==> src/rtl/ordered_list_engine_top_defines.svh <==
// ----------------------------------------------------------------------------
// Ordered list engine assertion macros
// Concurrent checks that vanish under synthesis.
// ----------------------------------------------------------------------------
`ifndef ORDERED_LIST_ENGINE_TOP_DEFINES_SVH
`define ORDERED_LIST_ENGINE_TOP_DEFINES_SVH

`ifndef SYNTHESIS
// same-cycle implication
`define OLE_ASSERT_IMP(lbl, clk, rstn, ante, cons) \
    lbl: assert property (@(posedge clk) disable iff (!(rstn)) (ante) |-> (cons)) \
        else $error("ordered list engine check failed");
// next-cycle implication
`define OLE_ASSERT_NXT(lbl, clk, rstn, ante, cons) \
    lbl: assert property (@(posedge clk) disable iff (!(rstn)) (ante) |=> (cons)) \
        else $error("ordered list engine check failed");
`else
`define OLE_ASSERT_IMP(lbl, clk, rstn, ante, cons)
`define OLE_ASSERT_NXT(lbl, clk, rstn, ante, cons)
`endif

`endif

==> src/rtl/ole_pkg.sv <==
`timescale 1ns / 1ps
// ----------------------------------------------------------------------------
// Ordered list engine package
// Request modes, status codes and the result record.
// ----------------------------------------------------------------------------
package ole_pkg;

    localparam int OLE_CAPACITY = 16;

    localparam logic [1:0] MODE_INS  = 2'd0;
    localparam logic [1:0] MODE_DELP = 2'd1;
    localparam logic [1:0] MODE_DELV = 2'd2;
    localparam logic [1:0] MODE_DUMP = 2'd3;

    typedef logic [2:0] t_status;

    localparam t_status ST_OK        = 3'd0;
    localparam t_status ST_POS_ERR   = 3'd1;
    localparam t_status ST_EMPTY     = 3'd2;
    localparam t_status ST_NOT_FOUND = 3'd3;
    localparam t_status ST_FULL      = 3'd4;

    typedef struct packed {
        t_status            status;
        logic signed [31:0] entry_value;
        logic [7:0]         entry_index;
        logic [7:0]         list_length;
        logic               last;
    } t_result;

endpackage

==> src/rtl/ole_mem.sv <==
`timescale 1ns / 1ps
// ----------------------------------------------------------------------------
// Ordered list entry memory
// One write port and one read port, read data registered.
// ----------------------------------------------------------------------------
module ole_mem #(
    parameter int CAPACITY = 16,
    parameter int IW       = 4
) (
    input  logic                 i_clk,
    input  logic                 i_rd_en,
    input  logic [IW-1:0]        i_rd_addr,
    output logic signed [31:0]   o_rd_data,
    input  logic                 i_wr_en,
    input  logic [IW-1:0]        i_wr_addr,
    input  logic signed [31:0]   i_wr_data
);

    logic signed [31:0] r_mem [CAPACITY];
    logic signed [31:0] r_rd_data;

    always_ff @(posedge i_clk) begin
        if (i_wr_en) begin
            r_mem[i_wr_addr] <= i_wr_data;
        end
        if (i_rd_en) begin
            r_rd_data <= r_mem[i_rd_addr];
        end
    end

    assign o_rd_data = r_rd_data;

endmodule

==> src/rtl/ole_outbuf.sv <==
`timescale 1ns / 1ps
// ----------------------------------------------------------------------------
// Ordered list result register
// Holds one result until the consumer takes it.
// ----------------------------------------------------------------------------
module ole_outbuf (
    input  logic                i_clk,
    input  logic                i_rst_n,
    input  logic                i_post,
    input  ole_pkg::t_result    i_res,
    output logic                o_can_post,
    output logic                o_valid,
    input  logic                i_ready,
    output ole_pkg::t_result    o_res
);
    import ole_pkg::*;

    logic    r_valid;
    t_result r_res;

    always_ff @(posedge i_clk) begin
        if (!i_rst_n) begin
            r_valid <= 1'b0;
        end else if (i_post) begin
            r_valid <= 1'b1;
        end else if (i_ready) begin
            r_valid <= 1'b0;
        end
    end

    always_ff @(posedge i_clk) begin
        if (i_post) begin
            r_res <= i_res;
        end
    end

    assign o_can_post = !r_valid || i_ready;
    assign o_valid    = r_valid;
    assign o_res      = r_res;

endmodule

==> src/rtl/ole_ctrl.sv <==
`timescale 1ns / 1ps
`include "ordered_list_engine_top_defines.svh"
// ----------------------------------------------------------------------------
// Ordered list sequencer
// Walks the entry memory to shift, search and dump.
// ----------------------------------------------------------------------------
module ole_ctrl #(
    parameter int CAPACITY = 16,
    parameter int IW       = 4,
    parameter int CW       = 5
) (
    input  logic                i_clk,
    input  logic                i_rst_n,
    input  logic                i_req_valid,
    output logic                o_req_ready,
    input  logic [1:0]          i_mode,
    input  logic [7:0]          i_position,
    input  logic signed [31:0]  i_value,
    output logic                o_rd_en,
    output logic [IW-1:0]       o_rd_addr,
    input  logic signed [31:0]  i_rd_data,
    output logic                o_wr_en,
    output logic [IW-1:0]       o_wr_addr,
    output logic signed [31:0]  o_wr_data,
    output logic                o_post,
    output ole_pkg::t_result    o_res,
    input  logic                i_can_post
);
    import ole_pkg::*;

    localparam logic [3:0] S_IDLE     = 4'd0;
    localparam logic [3:0] S_INS_RD   = 4'd1;
    localparam logic [3:0] S_INS_WR   = 4'd2;
    localparam logic [3:0] S_INS_PUT  = 4'd3;
    localparam logic [3:0] S_DEL_RD   = 4'd4;
    localparam logic [3:0] S_DEL_WR   = 4'd5;
    localparam logic [3:0] S_SRCH_RD  = 4'd6;
    localparam logic [3:0] S_SRCH_CHK = 4'd7;
    localparam logic [3:0] S_DUMP_RD  = 4'd8;
    localparam logic [3:0] S_DUMP_PUT = 4'd9;
    localparam logic [3:0] S_RESP     = 4'd10;

    logic [3:0]         r_state, n_state;
    logic [IW-1:0]      r_ptr, n_ptr;
    logic [IW-1:0]      r_k, n_k;
    logic [CW-1:0]      r_cnt, n_cnt;
    logic signed [31:0] r_val, n_val;
    t_status            r_status, n_status;

    logic          w_accept;
    logic [7:0]    w_pos_m1;
    logic [8:0]    w_pos9;
    logic [8:0]    w_cnt9;
    logic [CW-1:0] w_cnt_m1;
    logic [IW-1:0] w_last_idx;
    logic          w_at_end;

    assign o_req_ready = (r_state == S_IDLE);
    assign w_accept    = i_req_valid && o_req_ready;
    assign w_pos_m1    = i_position - 8'd1;
    assign w_pos9      = 9'(i_position);
    assign w_cnt9      = 9'(r_cnt);
    assign w_cnt_m1    = r_cnt - 1'b1;
    assign w_last_idx  = w_cnt_m1[IW-1:0];
    assign w_at_end    = (r_ptr == w_last_idx);

    always_comb begin
        n_state   = r_state;
        n_ptr     = r_ptr;
        n_k       = r_k;
        n_cnt     = r_cnt;
        n_val     = r_val;
        n_status  = r_status;
        o_rd_en   = 1'b0;
        o_rd_addr = r_ptr;
        o_wr_en   = 1'b0;
        o_wr_addr = r_ptr;
        o_wr_data = i_rd_data;
        o_post    = 1'b0;
        o_res     = '0;

        case (r_state)
            S_IDLE: begin
                if (w_accept) begin
                    case (i_mode)
                        MODE_INS: begin
                            if (i_position == 8'd0 || w_pos9 > w_cnt9 + 9'd1) begin
                                n_status = ST_POS_ERR;
                                n_state  = S_RESP;
                            end else if (r_cnt == CW'(CAPACITY)) begin
                                n_status = ST_FULL;
                                n_state  = S_RESP;
                            end else begin
                                n_val = i_value;
                                n_ptr = r_cnt[IW-1:0];
                                n_k   = w_pos_m1[IW-1:0];
                                n_state = (w_pos9 == w_cnt9 + 9'd1) ? S_INS_PUT : S_INS_RD;
                            end
                        end
                        MODE_DELP: begin
                            if (r_cnt == '0) begin
                                n_status = ST_EMPTY;
                                n_state  = S_RESP;
                            end else if (i_position == 8'd0 || w_pos9 > w_cnt9) begin
                                n_status = ST_POS_ERR;
                                n_state  = S_RESP;
                            end else begin
                                n_ptr = w_pos_m1[IW-1:0];
                                if (w_pos9 == w_cnt9) begin
                                    n_cnt    = w_cnt_m1;
                                    n_status = ST_OK;
                                    n_state  = S_RESP;
                                end else begin
                                    n_state = S_DEL_RD;
                                end
                            end
                        end
                        MODE_DELV: begin
                            if (r_cnt == '0) begin
                                n_status = ST_EMPTY;
                                n_state  = S_RESP;
                            end else begin
                                n_val   = i_value;
                                n_ptr   = '0;
                                n_state = S_SRCH_RD;
                            end
                        end
                        default: begin
                            if (r_cnt == '0) begin
                                n_status = ST_EMPTY;
                                n_state  = S_RESP;
                            end else begin
                                n_ptr   = '0;
                                n_state = S_DUMP_RD;
                            end
                        end
                    endcase
                end
            end
            // move entry ptr-1 up to ptr, walking down toward the insert point
            S_INS_RD: begin
                o_rd_en   = 1'b1;
                o_rd_addr = r_ptr - 1'b1;
                n_state   = S_INS_WR;
            end
            S_INS_WR: begin
                o_wr_en   = 1'b1;
                o_wr_addr = r_ptr;
                n_ptr     = r_ptr - 1'b1;
                n_state   = ((r_ptr - 1'b1) == r_k) ? S_INS_PUT : S_INS_RD;
            end
            S_INS_PUT: begin
                o_wr_en   = 1'b1;
                o_wr_addr = r_k;
                o_wr_data = r_val;
                n_cnt     = r_cnt + 1'b1;
                n_status  = ST_OK;
                n_state   = S_RESP;
            end
            // move entry ptr+1 down to ptr, walking up to the tail
            S_DEL_RD: begin
                o_rd_en   = 1'b1;
                o_rd_addr = r_ptr + 1'b1;
                n_state   = S_DEL_WR;
            end
            S_DEL_WR: begin
                o_wr_en   = 1'b1;
                o_wr_addr = r_ptr;
                n_ptr     = r_ptr + 1'b1;
                if ((r_ptr + 1'b1) == w_last_idx) begin
                    n_cnt    = w_cnt_m1;
                    n_status = ST_OK;
                    n_state  = S_RESP;
                end else begin
                    n_state = S_DEL_RD;
                end
            end
            S_SRCH_RD: begin
                o_rd_en = 1'b1;
                n_state = S_SRCH_CHK;
            end
            S_SRCH_CHK: begin
                if (i_rd_data == r_val) begin
                    if (w_at_end) begin
                        n_cnt    = w_cnt_m1;
                        n_status = ST_OK;
                        n_state  = S_RESP;
                    end else begin
                        n_state = S_DEL_RD;
                    end
                end else if (w_at_end) begin
                    n_status = ST_NOT_FOUND;
                    n_state  = S_RESP;
                end else begin
                    n_ptr   = r_ptr + 1'b1;
                    n_state = S_SRCH_RD;
                end
            end
            S_DUMP_RD: begin
                o_rd_en = 1'b1;
                n_state = S_DUMP_PUT;
            end
            S_DUMP_PUT: begin
                o_res.status      = ST_OK;
                o_res.entry_value = i_rd_data;
                o_res.entry_index = 8'(r_ptr) + 8'd1;
                o_res.list_length = 8'(r_cnt);
                o_res.last        = w_at_end;
                if (i_can_post) begin
                    o_post = 1'b1;
                    if (w_at_end) begin
                        n_state = S_IDLE;
                    end else begin
                        n_ptr   = r_ptr + 1'b1;
                        n_state = S_DUMP_RD;
                    end
                end
            end
            S_RESP: begin
                o_res.status      = r_status;
                o_res.list_length = 8'(r_cnt);
                o_res.last        = 1'b1;
                if (i_can_post) begin
                    o_post  = 1'b1;
                    n_state = S_IDLE;
                end
            end
            default: begin
                n_state = S_IDLE;
            end
        endcase
    end

    always_ff @(posedge i_clk) begin
        if (!i_rst_n) begin
            r_state <= S_IDLE;
            r_cnt   <= '0;
        end else begin
            r_state <= n_state;
            r_cnt   <= n_cnt;
        end
    end

    always_ff @(posedge i_clk) begin
        r_ptr    <= n_ptr;
        r_k      <= n_k;
        r_val    <= n_val;
        r_status <= n_status;
    end

    `OLE_ASSERT_IMP(a_no_rd_wr_overlap, i_clk, i_rst_n, o_rd_en, !o_wr_en)
    `OLE_ASSERT_IMP(a_post_has_room, i_clk, i_rst_n, o_post, i_can_post)
    `OLE_ASSERT_NXT(a_accept_leaves_idle, i_clk, i_rst_n, w_accept, r_state != S_IDLE)
    `OLE_ASSERT_NXT(a_cnt_step, i_clk, i_rst_n, 1'b1, (r_cnt == $past(r_cnt)) || (r_cnt == $past(r_cnt) + 1'b1) || (r_cnt == $past(r_cnt) - 1'b1))
    `OLE_ASSERT_IMP(a_cnt_bound, i_clk, i_rst_n, o_wr_en, r_cnt <= CW'(CAPACITY))

endmodule

==> src/rtl/ordered_list_engine_top.sv <==
`timescale 1ns / 1ps
// ----------------------------------------------------------------------------
// Ordered list engine
// Bounded ordered list of signed 32-bit values kept in one entry memory.
// ----------------------------------------------------------------------------
// Each request carries a mode: insert at a 1-based position, delete at a
// position, delete the first entry equal to a value, or dump the list.
// Entries sit packed from position 1 in a synchronous memory with one read
// and one write port; insert and delete move every entry behind the target
// one slot, one memory read and one write per moved entry; delete by value
// first reads each entry in turn until it meets a match. A dump emits one
// result per entry, stalling while the consumer leaves a result waiting.
// Requests that fail (bad position, empty list, no match, full list) leave
// the list alone and return one result. A new request is taken once the
// previous one has posted its last result, even while that result still
// waits in the output register. No clearing pass runs after reset: only
// entries below the count are ever read, and they are always written first.
// ----------------------------------------------------------------------------
module ordered_list_engine_top #(
    parameter int CAPACITY = ole_pkg::OLE_CAPACITY
) (
    input  logic                i_clk,
    input  logic                i_rst_n,
    input  logic                i_in_valid,
    output logic                o_in_ready,
    input  logic [1:0]          i_mode,
    input  logic [7:0]          i_position,
    input  logic signed [31:0]  i_value,
    output logic                o_out_valid,
    input  logic                i_out_ready,
    output logic [2:0]          o_status,
    output logic signed [31:0]  o_entry_value,
    output logic [7:0]          o_entry_index,
    output logic [7:0]          o_list_length,
    output logic                o_last
);
    import ole_pkg::*;

    // address and count widths for the entry memory
    localparam int IW = (CAPACITY > 1) ? $clog2(CAPACITY) : 1;
    localparam int CW = $clog2(CAPACITY + 1);

    logic               w_rd_en;
    logic [IW-1:0]      w_rd_addr;
    logic signed [31:0] w_rd_data;
    logic               w_wr_en;
    logic [IW-1:0]      w_wr_addr;
    logic signed [31:0] w_wr_data;
    logic               w_post;
    logic               w_can_post;
    t_result            w_res;
    t_result            w_out_res;

    // sequencer: decodes the request and walks the memory
    ole_ctrl #(
        .CAPACITY (CAPACITY),
        .IW       (IW),
        .CW       (CW)
    ) u_ctrl (
        .i_clk       (i_clk),
        .i_rst_n     (i_rst_n),
        .i_req_valid (i_in_valid),
        .o_req_ready (o_in_ready),
        .i_mode      (i_mode),
        .i_position  (i_position),
        .i_value     (i_value),
        .o_rd_en     (w_rd_en),
        .o_rd_addr   (w_rd_addr),
        .i_rd_data   (w_rd_data),
        .o_wr_en     (w_wr_en),
        .o_wr_addr   (w_wr_addr),
        .o_wr_data   (w_wr_data),
        .o_post      (w_post),
        .o_res       (w_res),
        .i_can_post  (w_can_post)
    );

    // entry storage
    ole_mem #(
        .CAPACITY (CAPACITY),
        .IW       (IW)
    ) u_mem (
        .i_clk     (i_clk),
        .i_rd_en   (w_rd_en),
        .i_rd_addr (w_rd_addr),
        .o_rd_data (w_rd_data),
        .i_wr_en   (w_wr_en),
        .i_wr_addr (w_wr_addr),
        .i_wr_data (w_wr_data)
    );

    // hold each result until the consumer takes it
    ole_outbuf u_outbuf (
        .i_clk      (i_clk),
        .i_rst_n    (i_rst_n),
        .i_post     (w_post),
        .i_res      (w_res),
        .o_can_post (w_can_post),
        .o_valid    (o_out_valid),
        .i_ready    (i_out_ready),
        .o_res      (w_out_res)
    );

    assign o_status      = w_out_res.status;
    assign o_entry_value = w_out_res.entry_value;
    assign o_entry_index = w_out_res.entry_index;
    assign o_list_length = w_out_res.list_length;
    assign o_last        = w_out_res.last;

endmodule
==> config.mk <==
export PLATFORM = sky130hd
export DESIGN_NAME = ordered_list_engine_top
export DESIGN_NICKNAME = d
export VERILOG_FILES = /design/src/rtl/ole_pkg.sv /design/src/rtl/ole_mem.sv /design/src/rtl/ole_outbuf.sv /design/src/rtl/ole_ctrl.sv /design/src/rtl/ordered_list_engine_top.sv
export VERILOG_INCLUDE_DIRS = /design/src /design/src/rtl
export SDC_FILE = /design/constraint.sdc
export NUM_CORES = 1
export LEC_CHECK = 0
export BUFFER_PORTS_ARGS = -buffer_cell sky130_fd_sc_hd__buf_2
export CAP_MARGIN = 30
export CORE_MARGIN = 1
export CORE_UTILIZATION = 30
export DETAILED_ROUTE_END_ITERATION = 10
export HOLD_SLACK_MARGIN = 0.15
export SLEW_MARGIN = 20
export SYNTH_ARGS = -nofsm -noshare
export SYNTH_HDL_FRONTEND = slang
export SYNTH_SLANG_ARGS = --single-unit
export TNS_END_PERCENT = 100
==> constraint.sdc <==
create_clock -name i_clk -period 5.5 [get_ports i_clk]
set_clock_uncertainty 0.2 [all_clocks]
set_input_delay 0.825 -clock i_clk [delete_from_list [all_inputs] [get_ports i_clk]]
set_output_delay 0.825 -clock i_clk [all_outputs]
set_load 0.005 [all_outputs]
==> flow_metrics.py, run 1 <==
metrics = {
    "clocking": {
        "htreeDepth": 2,
        "postCtsHoldBufs": 17,
        "post_cts_buffers": 0,
        "cts_sinks": 643,
        "path_clk_slew_ns": 0.06,
        "cts-root-buf": "clkbuf_16",
        "cts_resized": 0,
        "clockBufferDepth": 3,
        "cts_buffers": 61,
        "cts_tree": "done",
        "clock_latency_ns": 0.65,
    },
    "timing": {
        "grt_setup_unrepaired": "no",
        "finalSetupViolCount": 0,
        "fin_crit_sh": 0.7404,
        "finalSetupTns_ns": 0,
        "layout_setup_ws_ns": 1.428,
        "post-route-min-period_ns": 4.072,
        "hold_viol": 0,
        "max_freq_mhz": 245.6,
        "slew_violations": 0,
        "relSlewSlack": 0.3515,
        "worstMarginPinSlew_ns": 0.9704,
    },
    "finish": {
        "antenna_cells": 0,
        "area_growth_pct": 16.23,
        "nNetsFinal": 1571,
        "drive_above_1_share": 0.2585,
        "fin_cells": 2699,
        "nFillCells": 7949,
        "multi_input_area_um2": 6499,
        "ff_latch_area_um2": 19210,
    },
    "grt": {
        "grt_pass1_wl_um": 94140,
        "gr-usage-all-layers": 0.1484,
        "antenna_found_initial": 2,
        "first_global_vias": 13743,
        "grt_max_degree": 62,
        "grt_overflow_total": 0,
    },
    "place": {
        "dpl.cell_count": 2571,
        "dp_slack_ns": 1.468,
        "gp_congestion": 0.8672,
        "io_buffers": 93,
        "dp_hpwl_um": 39140,
    },
    "floorplanning": {
        "core_area_um2": 85280,
        "start_util": 0.3037,
        "die_y_um": 295.8,
        "dieWidth_um": 295.8,
        "fp-row-count": 107,
        "dieArea_um2": 87510,
        "io_pins": 100,
    },
    "synth": {
        "synthFlopType": "edfxtp_1",
        "synth_most_common_cell": "edfxtp_1",
        "syn_inst": 1368,
        "syn_area_um2": 25900,
        "synth_cell_type_count": 57,
        "ys_seq_area_frac": 0.7416,
        "synth_area_leaders": "edfxtp_1 73%, mux4_2 11%, a22oi_1 2.0%",
        "yosys.area.top_type": "edfxtp_1",
        "synth_seq_cells": 643,
        "synth_edf_count": 633,
        "async_flop_share": 0,
        "yosysTopAreaCellShare": 0.7339,
        "avgSynthCellArea_um2": 18.93,
        "ys_top_cells_by_count": "633 x edfxtp_1, 128 x mux4_2, 71 x nand2_1",
        "yosys_warnings": 0,
    },
    "pwr": {
        "total_power_mw": 17.40,
        "p_leak_nw": 9.612,
        "ir_drop_mv": 0.5097,
        "powerDensity_nw_per_um2": 577.9,
    },
    "drt": {
        "via_per_inst": 5.009,
        "drt_iter0_drc": 1385,
        "wl_per_cell_um": 24.08,
        "antenna_left": 0,
        "drc": 0,
        "wl_um": 64990,
        "vias": 13520,
        "first_pass_iters": 6,
    },
    "min_path": {
        "min_path_type": "input port to flip-flop",
    },
    "worst_setup_path": {
        "crit_path_cell_trace": "inv_1 > nor3_1 > xnor2_1 > ha_1 > nand4_1 > nor4_1 > o22ai_1 > o21ai_0 > and3_1 > and2_2 > buf_16",
        "cp_data_required_time_ns": 5.63,
        "worstPathArrival_ns": 4.20,
        "crit_fanout": 19,
        "crit_path_end_kind": "flip-flop",
        "cp_slowest_cell": "and2_2",
        "timing_worst_setup_path_type": "flip-flop to flip-flop",
        "critPathMaxStageDelay_ns": 0.55,
        "cpLargestDelayFamily": "simple AND/OR/NAND/NOR gates",
        "critPathBufInv": 2,
        "start_kind": "flip-flop",
    },
    "run": {
        "maxCapViolCount": 0,
    },
    "run_status": {
        "outcome": "finished clean",
    },
}
-- flip-flops by register name, indices dropped and copies added (netlist names) --
name / cells
u_ctrl.r_ptr: 4
u_ctrl.r_val: 32
u_ctrl.r_state: 4
u_outbuf.o_valid: 1
u_ctrl.r_k: 4
u_ctrl.r_status: 3
u_ctrl.r_cnt: 5
u_outbuf.o_res: 46
u_mem.o_rd_data: 32
u_mem.r_mem: 512
-- worst register-to-register path: cells and delay by family (launching register included) --
family / cells / cell delay (ns)
buf+inv: 2 / 0.42
xor+xnor: 1 / 0.13
simple gates: 5 / 1.66
compound gates: 2 / 0.53
flops: 1 / 0.46
fa+ha+maj: 1 / 0.33
-- report_power, final --
part / switching [mW] / internal [mW]
Clock: 1.81 / 2.31
Combinational: 3.70 / 2.50
Sequential: 0.365 / 6.71
Total: 5.87 / 11.5
-- layout by cell type (no fill, tap or decap), types with 4 or more instances in the layout --
cell	instances
edfxtp_1	633
mux4_2	128
buf_2	94
nand2_1	71
a22oi_1	70
clkbuf_16	61
and2_1	41
xor2_1	40
nor2_1	39
mux2_2	33
buf_4	30
xnor2_1	20
inv_1	19
nor3_1	17
nor2_4	17
clkinv_1	17
dlygate4sd3_1	17
ha_1	16
o21ai_0	15
a21oi_1	13
clkbuf_1	13
nor4_1	11
nand3_1	10
dfxtp_1	10
a31oi_1	9
nor2b_1	8
a211oi_1	7
clkinv_2	7
nand2b_1	6
conb_1	6
mux2i_1	5
bufinv_16	5
nand4_1	4
o22ai_1	4
nor2b_4	4
-- kinds of logic (layout without fill, tap and decap cells) --
| logic type | count (synthesis) | after routing | synth area share |
|---|---|---|---|
| AOI/OAI and AO/OA | 139 | 139 | 0.03763 |
| xor gates and xnor gates | 62 | 62 | 0.02150 |
| adders and majority gates | 16 | 16 | 0.007729 |
| buffers and inverters | 92 | 274 | 0.01589 |
| DFF | 643 | 643 | 0.7416 |
| muxes | 166 | 166 | 0.1276 |
| other | 1 | 6 | 0.0001448 |
| and+or+nand+nor | 249 | 249 | 0.04787 |
-- through the flow --
stage | utilization | cell area, µm² | hold WS, ns
floorplan | - | 25920 | 0.2767
global placement | 0.3279 | 27960 | 0.2981
detailed placement | 0.3282 | 27990 | 0.3120
CTS | 0.3529 | 30090 | 0.1528
global route | 0.3530 | 30100 | 0.1641
finish | 0.3530 | 30100 | 0.1759
-- cell type report --
type	instances	share of cell area
well taps	1144	0.04755
flip-flops and latches	643	0.6381
clock inverters	32	0.01056
multi-input cells	638	0.2159
clock buffers	77	0.05370
inverters	19	0.002369
repair buffers	146	0.03184
-- per-layer routing --
layer	vias to the layer above	global-route usage	part of all wire
met5	-	0	0
met1	7157	0.2078	0.44
li1	5784	-	-
met3	85	0.02840	0.067
met2	494	0.2362	0.47
met4	0	0.03842	0.020
-- path summary, 6_finish.rpt --
check / start / endpoint / slack (ns) / cells after the start
max: u_ctrl.r_cnt[0] / u_ctrl.r_val[11] / 1.43 / 11
min: i_value[31] / u_ctrl.r_val[31] / 0.18 / 1
max reg2reg: u_ctrl.r_cnt[0] / u_ctrl.r_val[11] / 1.43 / 11
min reg2reg: u_ctrl.r_cnt[1] / u_ctrl.r_cnt[1] / 0.33 / 2
Power figures use the tool's default switching activity.
==> inputs of run 2 (changes only) <==
- clock period: 5.5 -> 3.51 ns (I/O delays scaled with it)
==> run 2 against run 1 <==
Effect of this change: via count rose by 1.6%; register-to-register slack got worse by 1.2 ns; setup slack got worse by 1.2 ns; final area rose by 4.1%; largest power group unchanged; first-iteration DRC count fell by 12%; sequential power rose by 55%; total power rose by 65%; clock power rose by 78%; utilization rose by 1.4 points; sequential cell count did not move; final cell count rose by 3.1%.
==> flow_metrics.py, run 2 (synthesis results as in run 1) <==
metrics = {
    "run_status": {
        "outcome": "finished clean",
    },
    "finish": {
        "area_growth_pct": 20.96,
        "nNetsFinal": 1646,
        "ff_latch_area_um2": 19210,
        "largest_reg_flops": 512,
        "antenna_cells": 0,
        "nFillCells": 7886,
        "finalCoreUtilization": 0.3673,
        "largest_register": "u_mem.r_mem",
        "multi_input_area_um2": 6511,
        "final_cell_mix": "633 x edfxtp_1, 128 x mux4_2, 93 x buf_2, 71 x nand2_1, 70 x a22oi_1",
        "fin_cells": 2782,
        "final_common_cell": "edfxtp_1",
        "drive_above_1_share": 0.2875,
    },
    "drt": {
        "vias": 13743,
        "via_per_inst": 4.940,
        "drc": 0,
        "first_pass_iters": 5,
        "antenna_left": 0,
        "wl_um": 65150,
        "wl_per_cell_um": 23.42,
        "drt_iter0_drc": 1220,
    },
    "timing": {
        "worstMarginPinSlew_ns": 0.9768,
        "fin_crit_sh": 0.9308,
        "finalSetupViolCount": 0,
        "slew_violations": 0,
        "layout_setup_ws_ns": 0.2429,
        "relSlewSlack": 0.3458,
        "max_freq_mhz": 306.1,
        "post-route-min-period_ns": 3.267,
        "grt_setup_unrepaired": "no",
        "hold_viol": 0,
    },
    "clocking": {
        "htreeDepth": 3,
        "path_clk_slew_ns": 0.07,
        "cts-root-buf": "clkbuf_16",
        "cts_sinks": 643,
        "clock_latency_ns": 0.62,
        "clockBufferDepth": 3,
        "cts_buffers": 67,
        "cts_tree": "done",
        "post_cts_buffers": 0,
    },
    "worst_setup_path": {
        "rr_worst_depth": 11,
        "cp_slowest_cell": "dfxtp_1",
        "critPathMaxStageDelay_ns": 0.39,
        "start_kind": "flip-flop",
        "cp_data_required_time_ns": 3.59,
        "crit_fanout": 32,
        "timing_worst_setup_path_type": "flip-flop to flip-flop",
        "worstPathArrival_ns": 3.35,
        "crit_path_cell_trace": "inv_1 > nor3_2 > nand3_1 > ha_1 > nand2_1 > nor4_1 > o22ai_1 > o21ai_1 > and3_1 > and2_2 > buf_12",
        "critPathBufInv": 2,
        "cpLargestDelayFamily": "simple AND/OR/NAND/NOR gates",
        "path_depth": 11,
        "crit_path_end_kind": "flip-flop",
    },
    "pwr": {
        "p_int_mw": 19.23,
        "clkPwrFrac": 0.255,
        "p_leak_nw": 10.20,
        "ir_drop_mv": 0.5920,
        "comb_power_share": 0.361,
        "pwr-share-seq": 0.383,
        "sw_frac_of_total": 0.3300,
        "powerDensity_nw_per_um2": 916.1,
        "power.switching_mw": 9.471,
    },
    "min_path": {
        "hold_path_depth": 3,
        "min_path_type": "input port to flip-flop",
    },
    "grt": {
        "gr-usage-all-layers": 0.1503,
        "grt_overflow_total": 0,
        "antenna_found_initial": 1,
        "grt_pass1_wl_um": 95070,
        "grt_max_degree": 45,
        "first_global_vias": 14028,
    },
    "floorplanning": {
        "die_y_um": 295.8,
        "core_area_um2": 85280,
        "io_pins": 100,
        "dieWidth_um": 295.8,
        "fp-row-count": 107,
        "start_util": 0.3037,
        "dieArea_um2": 87510,
    },
    "place": {
        "dp_hpwl_um": 39940,
        "io_buffers": 93,
        "dp_slack_ns": 0.1157,
        "dpl.cell_count": 2621,
        "gp_congestion": 0.8612,
    },
    "run": {
        "maxCapViolCount": 0,
    },
}
==> run 2: changes by cell type in the layout (fill, tap and decap cells not counted), moves of 3 or more <==
cell,change
buf_4,+25
clkinv_1,-3
dlygate4sd3_1,+20
bufinv_16,+4
buf_12,+26
clkbuf_8,-3
clkinv_2,+3
clkbuf_16,+7
==> run 2: worst paths after layout <==
path                    from            endpoint  slack (ns)
max          u_ctrl.r_cnt[1]    u_ctrl.r_val[12]        0.24
min                i_mode[1]  u_ctrl.r_status[0]        0.25
max reg2reg  u_ctrl.r_cnt[1]    u_ctrl.r_val[12]        0.24
min reg2reg  u_ctrl.r_cnt[1]     u_ctrl.r_cnt[1]        0.33
==> run 2: what timing repair did <==
| item | 4_1_cts | 5_1_grt |
|---|---|---|
| resized for setup | 0 | 3 |
| endpoints found under the hold margin | 44 | 0 |
| hold buffers | 37 | 0 |
| setup endpoints to repair | 0 | 36 |
==> run 2: power groups by stage <==
stage	registers, mW	logic [mW]	clock network (mW)
2_1_floorplan	10.9	6.94	0
3_3_place_gp	11.1	10.3	0
3_5_place_dp	11.2	10.4	0
4_1_cts	11.0	10.5	7.46
5_1_grt	11.1	11.2	7.71
6_report	11.0	10.4	7.33
==> run 2: layer usage <==
metal  wire [µm]  global-route usage  part of all wire
met1       28350              0.2061              0.44
met5          17                   0           0.00026
met4        1189             0.03450             0.018
met3        4252             0.03358             0.065
met2       31340              0.2427              0.48
==> run 2: cell type report <==
cell class,instances,share of cell area
Sequential cell,643,0.6131
Timing Repair Buffer,215,0.05863
Tap cell,1144,0.04569
Multi-Input combinational cell,638,0.2078
Clock inverter,44,0.01677
Clock buffer,79,0.05564
Inverter,19,0.002277
==> run 2: worst register-to-register path, stage by stage, from the launching register on <==
cell	delay (ns)
dfxtp_1	0.39
inv_1	0.12
nor3_2	0.26
nand3_1	0.13
ha_1	0.34
nand2_1	0.06
nor4_1	0.34
o22ai_1	0.21
o21ai_1	0.21
and3_1	0.21
and2_2	0.17
buf_12	0.23
==> run 2: per-stage QoR <==
| step | area [µm²] | total power [mW] | setup TNS (ns) | hold WS [ns] |
|---|---|---|---|---|
| 4_1_cts | 31310 | 28.97 | 0 | 0.2163 |
| 3_5_place_dp | 28680 | 21.58 | 0 | 0.3240 |
| 6_report | 31330 | 28.70 | 0 | 0.2458 |
| 3_3_place_gp | 28680 | 21.45 | 0 | 0.2978 |
| 2_1_floorplan | 25930 | 17.87 | -0.9217 | 0.2767 |
| 5_1_grt | 31330 | 29.97 | 0 | 0.2651 |
